File: src/hdl/case_insensitive_substring_find_core_assert.svh
// assertion helpers shared by the search block
`ifndef CASE_INSENSITIVE_SUBSTRING_FIND_CORE_ASSERT_SVH
`define CASE_INSENSITIVE_SUBSTRING_FIND_CORE_ASSERT_SVH

// same-cycle implication, disabled during reset
`define CISF_ASSERT_IMPL(label, a_clk, a_rst_n, ante, cons) \
  label: assert property (@(posedge a_clk) disable iff (!a_rst_n) (ante) |-> (cons)) \
    else $error("cisf assertion failed");

// next-cycle implication, disabled during reset
`define CISF_ASSERT_NEXT(label, a_clk, a_rst_n, ante, cons) \
  label: assert property (@(posedge a_clk) disable iff (!a_rst_n) (ante) |=> (cons)) \
    else $error("cisf assertion failed");

`endif

File: src/hdl/cisf_pkg.sv
`timescale 1ns / 1ps

package cisf_pkg;

  localparam int DEF_MAX_PATTERN    = 16;
  localparam int DEF_POSITION_WIDTH = 16;

  localparam int PATTERN_BITS = 128;
  localparam int CFG_INDEX_W  = 2;
  localparam int CFG_DATA_W   = 64;
  localparam int CFG_LEN_W    = 5;
  localparam int START_W      = 16;

  localparam logic [CFG_INDEX_W-1:0] CFG_PATTERN_LOW    = 2'd0;
  localparam logic [CFG_INDEX_W-1:0] CFG_PATTERN_HIGH   = 2'd1;
  localparam logic [CFG_INDEX_W-1:0] CFG_PATTERN_LENGTH = 2'd2;

  localparam logic [7:0] TERMINATOR      = 8'h00;
  localparam logic [7:0] FOLD_OFFSET     = 8'h20;
  localparam logic [7:0] FOLD_HIGH_LIMIT = 8'hdf;
  localparam logic [7:0] CHAR_LOWER_A    = 8'h61;
  localparam logic [7:0] CHAR_LOWER_Z    = 8'h7a;

  typedef struct packed {
    logic step;   // non-terminator byte accepted
    logic clear;  // terminator accepted
  } cisf_ctrl_t;

  function automatic logic [7:0] fold_upper(input logic [7:0] c);
    logic [7:0] r;
    r = c;
    if ((c >= CHAR_LOWER_A && c <= CHAR_LOWER_Z) || (c > FOLD_HIGH_LIMIT)) begin
      r = c - FOLD_OFFSET;
    end
    return r;
  endfunction

endpackage

File: src/hdl/cisf_cell.sv
`timescale 1ns / 1ps

module cisf_cell import cisf_pkg::*; (
  input  logic       clk,
  input  logic       rst_n,
  input  cisf_ctrl_t ctrl,
  input  logic [7:0] pat_byte,
  input  logic [7:0] text_fold,
  input  logic       enable,
  input  logic       last,
  input  logic       match_in,
  output logic       match_out,
  output logic       hit
);

  logic match_r;
  logic match_nxt;
  logic eq;

  assign eq        = enable && (fold_upper(pat_byte) == text_fold);
  assign match_nxt = match_in && eq;
  // this cell closes the pattern and the prefix just completed
  assign hit       = match_nxt && last;
  assign match_out = match_r;

  always_ff @(posedge clk) begin
    if (!rst_n) begin
      match_r <= 1'b0;
    end else if (ctrl.clear) begin
      match_r <= 1'b0;
    end else if (ctrl.step) begin
      match_r <= match_nxt;
    end
  end

endmodule

File: src/hdl/case_insensitive_substring_find_core.sv
`timescale 1ns / 1ps
// Case-insensitive substring search over a byte stream.
// Input channel (in_valid / in_stall / in_text_byte): one text byte per
// transaction; a zero byte ends the string. Output channel (out_valid /
// out_stall / out_match_found / out_match_start / out_position_overflow):
// one transaction per string, for its terminating zero byte.
// Config channel (cfg_valid / cfg_ready / cfg_index / cfg_data): index 0 and
// 1 load pattern bytes 0..7 and 8..15, index 2 the pattern length; cfg_ready
// is always high. Write config only while no string is in progress.
// Throughput: one byte per cycle while in_stall is low, set by the compare-and-shift
// through the row of match cells (one cell per pattern byte).
// Latency: the result appears in the output register the cycle after the
// terminator is accepted.
// in_stall rises only for a terminator byte while an earlier result is still
// held and out_stall is high; other bytes are always taken.
// Reset (synchronous, rst_n low) clears the pattern registers, the search
// state and the output valid flag; the output result fields are not reset.

module case_insensitive_substring_find_core import cisf_pkg::*; #(
  parameter int MAX_PATTERN    = DEF_MAX_PATTERN,
  parameter int POSITION_WIDTH = DEF_POSITION_WIDTH
) (
  input  logic                   clk,
  input  logic                   rst_n,
  input  logic                   in_valid,
  output logic                   in_stall,
  input  logic [7:0]             in_text_byte,
  output logic                   out_valid,
  input  logic                   out_stall,
  output logic                   out_match_found,
  output logic [START_W-1:0]     out_match_start,
  output logic                   out_position_overflow,
  input  logic                   cfg_valid,
  output logic                   cfg_ready,
  input  logic [CFG_INDEX_W-1:0] cfg_index,
  input  logic [CFG_DATA_W-1:0]  cfg_data
);

  `include "case_insensitive_substring_find_core_assert.svh"

  localparam int LEN_W = $clog2(MAX_PATTERN + 1);
  localparam int PW    = POSITION_WIDTH;
  localparam logic [PW-1:0] POS_MAX = {PW{1'b1}};

  logic [PATTERN_BITS-1:0] pattern_r;
  logic [CFG_LEN_W-1:0]    cfg_len_r;

  logic [LEN_W-1:0] len_cap;
  logic [LEN_W-1:0] eff_len;

  logic [PW-1:0]      byte_count_r, byte_count_nxt;
  logic               sat_r, sat_nxt;
  logic               found_r, found_nxt;
  logic [START_W-1:0] start_r, start_nxt;

  logic               out_valid_r;
  logic               out_found_r;
  logic [START_W-1:0] out_start_r;
  logic               out_ovf_r;

  logic [7:0]             text_fold;
  logic                   in_take;
  logic                   is_term;
  logic                   out_free;
  cisf_ctrl_t             ctrl;
  logic [MAX_PATTERN-1:0] pm_vec;
  logic [MAX_PATTERN-1:0] hit_vec;
  logic                   hit_any;
  logic [PW:0]            idx_plus;
  logic [PW:0]            start_calc;

  // configuration
  assign cfg_ready = 1'b1;

  always_ff @(posedge clk) begin
    if (!rst_n) begin
      pattern_r <= '0;
      cfg_len_r <= '0;
    end else if (cfg_valid) begin
      case (cfg_index)
        CFG_PATTERN_LOW:    pattern_r[CFG_DATA_W-1:0] <= cfg_data;
        CFG_PATTERN_HIGH:   pattern_r[PATTERN_BITS-1:CFG_DATA_W] <= cfg_data;
        CFG_PATTERN_LENGTH: cfg_len_r <= cfg_data[CFG_LEN_W-1:0];
        default: ;
      endcase
    end
  end

  // length in use: capped, and cut at the first zero pattern byte
  always_comb begin
    len_cap = (cfg_len_r > CFG_LEN_W'(MAX_PATTERN)) ? LEN_W'(MAX_PATTERN)
                                                     : LEN_W'(cfg_len_r);
    eff_len = len_cap;
    for (int i = MAX_PATTERN - 1; i >= 0; i--) begin
      if ((LEN_W'(i) < len_cap) && (pattern_r[8*i +: 8] == TERMINATOR)) begin
        eff_len = LEN_W'(i);
      end
    end
  end

  // handshake
  assign is_term    = (in_text_byte == TERMINATOR);
  assign out_free   = !out_valid_r || !out_stall;
  assign in_stall   = is_term && !out_free;
  assign in_take    = in_valid && !in_stall;
  assign ctrl.step  = in_take && !is_term;
  assign ctrl.clear = in_take && is_term;
  assign text_fold  = fold_upper(in_text_byte);

  // row of match cells
  genvar g;
  generate
    for (g = 0; g < MAX_PATTERN; g++) begin : g_cell
      logic prev;
      if (g == 0) begin : g_head
        assign prev = 1'b1;
      end else begin : g_link
        assign prev = pm_vec[g-1];
      end
      cisf_cell u_cell (
        .clk       (clk),
        .rst_n     (rst_n),
        .ctrl      (ctrl),
        .pat_byte  (pattern_r[8*g +: 8]),
        .text_fold (text_fold),
        .enable    (LEN_W'(g) < eff_len),
        .last      (eff_len == LEN_W'(g + 1)),
        .match_in  (prev),
        .match_out (pm_vec[g]),
        .hit       (hit_vec[g])
      );
    end
  endgenerate

  assign hit_any = |hit_vec;

  // start = index + 1 - length
  assign idx_plus   = {1'b0, byte_count_r} + (PW+1)'(1);
  assign start_calc = (idx_plus >= (PW+1)'(eff_len)) ? (idx_plus - (PW+1)'(eff_len))
                                                      : '0;

  always_comb begin
    byte_count_nxt = byte_count_r;
    sat_nxt        = sat_r;
    found_nxt      = found_r;
    start_nxt      = start_r;
    if (ctrl.clear) begin
      byte_count_nxt = '0;
      sat_nxt        = 1'b0;
      found_nxt      = 1'b0;
      start_nxt      = '0;
    end else if (ctrl.step) begin
      if (byte_count_r == POS_MAX) begin
        sat_nxt = 1'b1;
      end else begin
        byte_count_nxt = byte_count_r + PW'(1);
      end
      if (!found_r) begin
        if (eff_len == '0) begin
          found_nxt = 1'b1;
          start_nxt = '0;
        end else if (hit_any) begin
          found_nxt = 1'b1;
          start_nxt = START_W'(start_calc[PW-1:0]);
        end
      end
    end
  end

  always_ff @(posedge clk) begin
    if (!rst_n) begin
      byte_count_r <= '0;
      sat_r        <= 1'b0;
      found_r      <= 1'b0;
      start_r      <= '0;
    end else begin
      byte_count_r <= byte_count_nxt;
      sat_r        <= sat_nxt;
      found_r      <= found_nxt;
      start_r      <= start_nxt;
    end
  end

  // result register
  always_ff @(posedge clk) begin
    if (!rst_n) begin
      out_valid_r <= 1'b0;
    end else if (ctrl.clear) begin
      out_valid_r <= 1'b1;
    end else if (!out_stall) begin
      out_valid_r <= 1'b0;
    end
  end

  always_ff @(posedge clk) begin
    if (ctrl.clear) begin
      out_found_r <= found_r;
      out_start_r <= found_r ? start_r : '0;
      out_ovf_r   <= sat_r;
    end
  end

  assign out_valid             = out_valid_r;
  assign out_match_found       = out_found_r;
  assign out_match_start       = out_start_r;
  assign out_position_overflow = out_ovf_r;

  `CISF_ASSERT_IMPL(a_stall_only_pending, clk, rst_n, in_stall, out_valid_r && is_term)
  `CISF_ASSERT_NEXT(a_clear_after_term, clk, rst_n, ctrl.clear,
                    byte_count_r == '0 && pm_vec == '0 && !found_r && !sat_r)
  `CISF_ASSERT_NEXT(a_first_match_kept, clk, rst_n, found_r && ctrl.step,
                    found_r && $stable(start_r))
  `CISF_ASSERT_IMPL(a_sat_holds_max, clk, rst_n, sat_r, byte_count_r == POS_MAX)
  `CISF_ASSERT_NEXT(a_empty_pattern, clk, rst_n, ctrl.step && !found_r && eff_len == '0,
                    found_r && start_r == '0)

endmodule
File: config.mk
export PLATFORM = sky130hd
export DESIGN_NAME = case_insensitive_substring_find_core
export DESIGN_NICKNAME = d
export VERILOG_FILES = /design/src/hdl/cisf_pkg.sv /design/src/hdl/cisf_cell.sv /design/src/hdl/case_insensitive_substring_find_core.sv
export VERILOG_INCLUDE_DIRS = /design/src /design/src/hdl
export SDC_FILE = /design/constraint.sdc
export NUM_CORES = 1
export LEC_CHECK = 0
export CAP_MARGIN = 10
export CORE_MARGIN = 10
export CORE_UTILIZATION = 45
export DETAILED_ROUTE_END_ITERATION = 10
export DONT_BUFFER_PORTS = 1
export PLACE_DENSITY = 0.6
export SYNTH_ARGS = -nofsm -noshare
export SYNTH_HDL_FRONTEND = slang
export SYNTH_SLANG_ARGS = --single-unit
export TNS_END_PERCENT = 30
File: constraint.sdc
create_clock -name clk -period 6.8 [get_ports clk]
set_input_delay 1.36 -clock clk [delete_from_list [all_inputs] [get_ports clk]]
set_output_delay 1.36 -clock clk [all_outputs]
set_load 0.01 [all_outputs]
# Word level (Yosys, flattened, before mapping)

Index checks and enable logic that the tools add are counted.

RAM bits: 0
Logic and storage cells: 347
Output and inout bits: 21
Memories: 0
Bits in registers: 201
Bits in read-only memories: 0
Bits in latches: 0
Input bits: 79

$add $sub $neg: 20
Mux-type cells: 42
Div/mod/pow operators: 0
Equal/unequal tests: 36
Reduce and logical (&&, ||, !) cells: 135
$lt $le $gt $ge: 85
$mul: 0
Shifts and indexed selects: 0
Bitwise gates (word level): 3

Operator list:

| operator                                                                             | number |
|---|---|
| 8-bit by 7-bit greater-or-equal comparator with 1-bit output (second input constant) | 17 |
| 8-bit > comparator (second input constant)                                           | 17 |
| 8-bit by 7-bit <= comparator with 1-bit output (second input constant)               | 17 |
| 8-bit zero test                                                                      | 17 |
| 8-bit 2-to-1 mux                                                                     | 17 |
| 8-bit by 6-bit subtractor with 8-bit output (second input constant)                  | 17 |
| 8-bit == test                                                                        | 16 |
| 5-bit 2-to-1 mux                                                                     | 17 |
| 1-bit logical AND                                                                    | 84 |
| 4-bit by 5-bit less-than comparator with 1-bit output (first input constant)         | 16 |
| 16-bit 2-to-1 mux                                                                    | 3 |
| 5-bit by 4-bit == test with 1-bit output (second input constant)                     | 8 |
| 3-bit by 5-bit less-than comparator with 1-bit output (first input constant)         | 8 |
| 5-bit by 3-bit == test with 1-bit output (second input constant)                     | 4 |
| 1-bit by 5-bit less-than comparator with 1-bit output (first input constant)         | 4 |
| 2-bit by 5-bit less-than comparator with 1-bit output (first input constant)         | 4 |
| 1-bit logical OR                                                                     | 18 |
| 16-bit by 1-bit adder with 17-bit output (second input constant)                     | 1 |
| 17-bit by 5-bit greater-or-equal comparator with 1-bit output                        | 1 |
| 16-bit by 1-bit adder with 16-bit output (second input constant)                     | 1 |
| 16-bit == test (second input constant)                                               | 1 |
| 16-bit OR reduction                                                                  | 1 |
| 16-bit by 5-bit subtractor with 16-bit output                                        | 1 |
| 5-bit by 2-bit == test with 1-bit output (second input constant)                     | 2 |
| other kinds (15)                                                                     | 29 |

# Depth between registers and ports, before layout

Depth in word-level cells: 28
Mapped depth: 19
Depth with buffers taken out: 17

# Cells and area by module

Synthesis repeated with hierarchy kept, for this count alone.

Cells, all modules: 1653
Area total of the unflattened synthesis: 13370.3 sq um

By module, submodules not included:

| module                               | sequential area each (sq um) | instances | area an instance (sq um) | cells an instance |
|---|---|---|---|---|
| case_insensitive_substring_find_core | 3903.7                       | 1         | 8765.9                   | 1045 |
| cisf_cell                            | 20.0                         | 16        | 287.8                    | 38 |

# Least setup slack after synthesis

OpenSTA, ideal clock, no wires.

Path kind: input to register
Start: input port in_text_byte[0]
End: register start_r[10]
Stages on the path: 15
Arrival: 4.132 ns
Setup slack: 2.609 ns
Buffers on the path: 4
Required time: 6.741 ns
Setup time: 0.059 ns
Path through: buf_2 > nor3_1 > o2bb2ai_1 > o21ai_0 > buf_2 > buf_2 > nand3_1 > nand3_1 > nor4_1 > o211a_1 > a2111oi_2 > nand4_2 > a31oi_4 > buf_6 > a22o_1

Word-level cells in the longest chain between the ends: 11
Elaborated cells on any way between the ends: 81
Those cells by class: 1 x add/sub; 3 x order compare; 16 x eq/ne; 1 x mux; 60 x reduce/logical

Ends and longest elaborated chain:

| element                                                                                                                               | RTL line                                    | RTL |
|---|---|---|
| start, declared                                                                                                                       | case_insensitive_substring_find_core.sv:27  | `input logic [7:0] in_text_byte,` |
| 8-bit by 7-bit greater-or-equal comparator with 1-bit output / 8-bit by 7-bit <= comparator with 1-bit output (equally long branches) | cisf_pkg.sv:32                              | `if ((c >= CHAR_LOWER_A && c <= CHAR_LOWER_Z) \|\| (c > FOLD_HIGH_LIMIT)) begin` |
| 1-bit logical AND                                                                                                                     | cisf_pkg.sv:32                              |  |
| 1-bit logical OR                                                                                                                      | cisf_pkg.sv:32                              |  |
| 8-bit 2-to-1 mux                                                                                                                      | cisf_pkg.sv:32                              |  |
| 8-bit == test                                                                                                                         | cisf_cell.sv:20                             | `assign eq = enable && (fold_upper(pat_byte) == text_fold);` |
| 1-bit logical AND                                                                                                                     | cisf_cell.sv:20                             |  |
| 1-bit logical AND                                                                                                                     | cisf_cell.sv:21                             | `assign match_nxt = match_in && eq;` |
| 1-bit logical AND                                                                                                                     | cisf_cell.sv:23                             | `assign hit = match_nxt && last;` |
| 16-bit OR reduction                                                                                                                   | case_insensitive_substring_find_core.sv:135 | `assign hit_any = \|hit_vec;` |
| 2-bit nonzero test (no source line)                                                                                                   | n/a                                         |  |
| 3-bit AND reduction (no source line)                                                                                                  | n/a                                         |  |
| end signal, assigned                                                                                                                  | case_insensitive_substring_find_core.sv:180 | `start_r <= start_nxt;` |
| end, declared                                                                                                                         | case_insensitive_substring_find_core.sv:54  | `logic [START_W-1:0] start_r, start_nxt;` |

Several ways; a longest one is shown, not always the timed one.
A chain may end at the register's enable or synchronous reset.

# Worst setup path after layout

Start: register pattern_r[0]
End: register start_r[14]

Word-level cells in the longest chain between the ends: 10
Elaborated cells on any way between the ends: 99
Those cells by class: 2 x add/sub; 20 x order compare; 17 x eq/ne; 5 x mux; 55 x reduce/logical

Ends and longest elaborated chain:

| element                                                                                    | RTL line                                                   | RTL |
|---|---|---|
| start, declared                                                                            | case_insensitive_substring_find_core.sv:45                 | `logic [PATTERN_BITS-1:0] pattern_r;` |
| start signal, assigned by index                                                            | case_insensitive_substring_find_core.sv:81                 | `CFG_PATTERN_LOW: pattern_r[CFG_DATA_W-1:0] <= cfg_data;` |
| start signal, assigned by index                                                            | case_insensitive_substring_find_core.sv:82                 | `CFG_PATTERN_HIGH: pattern_r[PATTERN_BITS-1:CFG_DATA_W] <= cfg_data;` |
| 8-bit by 7-bit greater-or-equal comparator with 1-bit output, or another cell as far along | cisf_pkg.sv:32                                             |  |
| 1-bit logical AND, on equally long branches                                                | cisf_pkg.sv:32, case_insensitive_substring_find_core.sv:95 |  |
| 1-bit logical OR / 5-bit 2-to-1 mux (equally long branches)                                | cisf_pkg.sv:32, case_insensitive_substring_find_core.sv:95 |  |
| 8-bit 2-to-1 mux, or another cell as far along                                             | cisf_pkg.sv:32                                             |  |
| 8-bit == test / 1-bit logical AND (equally long branches)                                  | cisf_cell.sv:20                                            |  |
| 1-bit logical AND, on equally long branches                                                | cisf_cell.sv:20, cisf_cell.sv:21                           |  |
| 1-bit logical AND                                                                          | cisf_cell.sv:23                                            |  |
| 16-bit OR reduction                                                                        | case_insensitive_substring_find_core.sv:135                |  |
| 2-bit nonzero test (no source line)                                                        | n/a                                                        |  |
| 3-bit AND reduction (no source line)                                                       | n/a                                                        |  |

Several ways; a longest one is shown, not always the timed one. The select of a mux whose other input is x is not followed.

==> results.md <==
- Outcome: finished, final reports clean
- Row count: 61
- Setup Buffers After CTS: 0
- Layout cells sized above 1: 5.77%
- Iteration count of the initial detailed-routing pass: 4
- Number of enable flip-flop cells after synthesis: 18
- Cell mode on critical path: inv_1
- Routed Antenna Nets: 0
- Clock Skew: 0.0146 ns
- Largest net degree at the start of global routing: 136
- Final WS setup: 2.11 ns
- Post-DP HPWL: 27.0 mm
- Crit Path Max Fanout: 16
- CP top delay family: simple AND/OR/NAND/NOR gates
- Peak Freq: 213 MHz
- Synth async-reset ratio: 0%
- DR vias: 11.1k
- Crit. End Element: flip-flop
- Multi-input logic area: 7790 um^2
- Worst Setup Path Type: flip-flop to flip-flop
- Die width: 187 um
- Remaining Overflow, GRT: 0
- Setup Slack @ Placement: 2.10 ns
- Register area share after synthesis: 33.5%
- Post-synthesis cell type count: 80
- CP Buf/Inv Count: 2
- Io pins: 100
- Worst R2R Start: pattern_r[0]$_SDFFE_PN0P_
- Clk slew on worst S/H paths: 0.06 ns
- Die Area: 35000 um^2
- CTS tree: yes
- Final period util: 68.9%
- TNS Setup: 0 ns
- Pwr per Cell Area: 231 nW/um^2
- Leakage Power: 4.86 nW
- R2R Setup Slk: 2.11 ns
- Total track usage: 20.5%
- Mapped Cells: 1614
- Slowest CP cell: o41ai_2
- Final-report hold violation count: 0
- Max-slew violations: 0
- Post-CTS sizing: 0
- Setup violations, final: 0
- Die H: 187 um
- Ant. Diodes: 0
- Unrepaired setup endpoints after global routing: false
- Measured slew at the worst slew-check pin: 1.11 ns
- First-pass GRT wire length: 59.4 mm
- Minimum clock period: 4.69 ns
- Synth cell count leaders: nand2_1, dfxtp_1, a21boi_0
- DRC: 0
- Routed wire length: 37.0 mm
- CTS Sinks: 201
- Ys Warns: 0
- Seq cells post-synth: 201
- DR vias/cell: 5.70
- Most frequent cell after synthesis: nand2_1
- Core footprint: 27700 um^2
- WL per Instance: 18.9 um
- Main combinational cell family by area after synthesis: simple AND/OR/NAND/NOR gates
- Initial antenna violation count: 0
- Top_reg_cell synth: dfxtp_1
- Post-Synth XOR/XNOR Area: 10.7%
- FF-to-FF path depth: 15
- Max cap viols: 0
- CTS Hold Bufs: 0
- Largest area contributor in the netlist: dfxtp_1
- Area delta synth->final: 7.69%
- Deepest clock path buffer count: 3
- Initial core utilization: 45.4%
- Adder-Cell Fraction of Synth Area: 2.29%
- Hold Path Sink: g_cell[10].u_cell.match_out$_SDFFE_PP0P_
- Nets: 1662
- Yosys top cell area share: 29.2%
- Clock Latency Late Sink: 0.54 ns
- Critical path's largest stage delay: 0.63 ns
- Synth Area in Simple Gates: 26.9%
- Gpl congestion: 0.969
- Compound-cell area share of the yosys netlist: 21.1%
- DR iter-0 viols: 715
- Max IR drop VDD: 154 uV
- Worst setup SP type: flip-flop
- CTS Buf Count: 24
- Min-Delay Path Class: flip-flop to flip-flop
- Cell count of the worst hold path: 2
- Top area cells in the synthesized netlist: dfxtp_1, nand2_1, a21boi_0
- Htree depth: 1
- Critical path cell sequence: or4_1 -> nor3_1 -> a211oi_1 -> o211a_1 -> nor2_1 -> inv_1 -> ha_1 -> inv_1 -> or3_1 -> a211oi_2 -> o41ai_2 -> nor3_4 -> o21ai_2 -> o2111a_4 -> a22o_1
- Required @ worst endpoint: 7.27 ns
- Buffers on Ports: 0
- Synthesized area per cell: 7.79 um^2
- Root buffer cell: clkbuf_16
- Register area: 4200 um^2
- Hold Path Origin: g_cell[10].u_cell.match_out$_SDFFE_PP0P_
- Fillers: 2775
- Mux cell area share after synthesis: 0.737%
- Worst slew margin: 25.5%
- Syn Nets: 1716
- Post-Syn Area: 12600 um^2
- Reg-to-Reg End: start_r[14]$_SDFFE_PP0P_
- WP data arrival: 5.15 ns
- Vias in the first global route: 10.5k
[registers in the layout, summed over array words and instances, names as in the netlist, 5 cells and up]
signal                   cells
out_match_start             16
start_r                     16
byte_count_r                16
pattern_r                  128
cfg_len_r                    5
g_cell.u_cell.match_out     15
[per-layer routing]
layer  GRT usage [%]  vias up  part of all wire (%)
li1                -     5546                     -
met1            25.7     5337                    44
met2            35.9      219                    49
met3            3.24       45                   4.8
met4            4.99        0                   2.1
met5               0        -                     0
[where the power goes]
group          switching (mW)  internal [mW]  total [mW]  leakage (nW)
clock                   0.535          0.762        1.30         0.384
combinational           0.326          0.216       0.542          2.80
sequential             0.0538           1.23        1.29          1.68
total                   0.915           2.21        3.13          4.86
[cell usage in the layout, fill, tap and decap left out, drive strengths merged, types with 50 or more instances in the layout]
cell	instances
nand3	58
nor2	66
xor2	93
o21ai	52
nand2	367
dfxtp	183
inv	50
xnor2	61
a21boi	129
a21oi	68
[logic make-up after synthesis]
logic type	Yosys count
and+or+nand+nor	717
adders and majority gates	23
AOI/OAI and AO/OA	368
other	1
xor gates and xnor gates	154
DFF	201
muxes	9
buffers and inverters	141
[cell type report]
class / instances / share of cell area, %
Inverter: 49 / 1.36
Multi-Input combinational cell: 1272 / 57.6
Sequential cell: 201 / 31.1
Clock inverter: 13 / 0.962
Clock buffer: 31 / 4.86
Tap cell: 378 / 3.50
Timing Repair Buffer: 12 / 0.666
[how the worst max path moves through the flow]
stage	cells past startpoint	end	slack [ns]	startpoint
after floorplan	15	start_r[10]$_SDFFE_PP0P_	2.61	in_text_byte[0]
after global placement	13	start_r[3]$_SDFFE_PP0P_	2.13	in_text_byte[6]
after detailed placement	13	start_r[14]$_SDFFE_PP0P_	2.10	in_text_byte[6]
after CTS	16	start_r[15]$_SDFFE_PP0P_	2.17	cfg_len_r[4]$_SDFFE_PN0P_
after global routing	17	start_r[7]$_SDFFE_PP0P_	1.75	cfg_len_r[4]$_SDFFE_PN0P_
final	15	start_r[14]$_SDFFE_PP0P_	2.11	pattern_r[0]$_SDFFE_PN0P_
[worst register-to-register path: cells and delay by family (launching register included)]
family                   cells  cell delay (ns)
AO/OA/AOI/OAI                7             1.77
adder cells (fa/ha/maj)      1             0.26
buffers and inverters        2             0.32
flip-flops                   1             0.34
AND/OR/NAND/NOR              5             1.95
[stage by stage]
step	cell area, um^2	instances	utilization (%)	total power [mW]	hold WS, ns
6_report	13500	1956	48.8	3.13	0.455
5_1_grt	13500	1956	48.8	3.27	0.463
2_1_floorplan	12600	1614	-	1.73	0.409
3_3_place_gp	12700	1912	46.0	1.85	0.437
4_1_cts	13500	1956	48.8	3.15	0.452
3_5_place_dp	12700	1912	46.0	1.85	0.440
(Power assumes the default switching activity.)
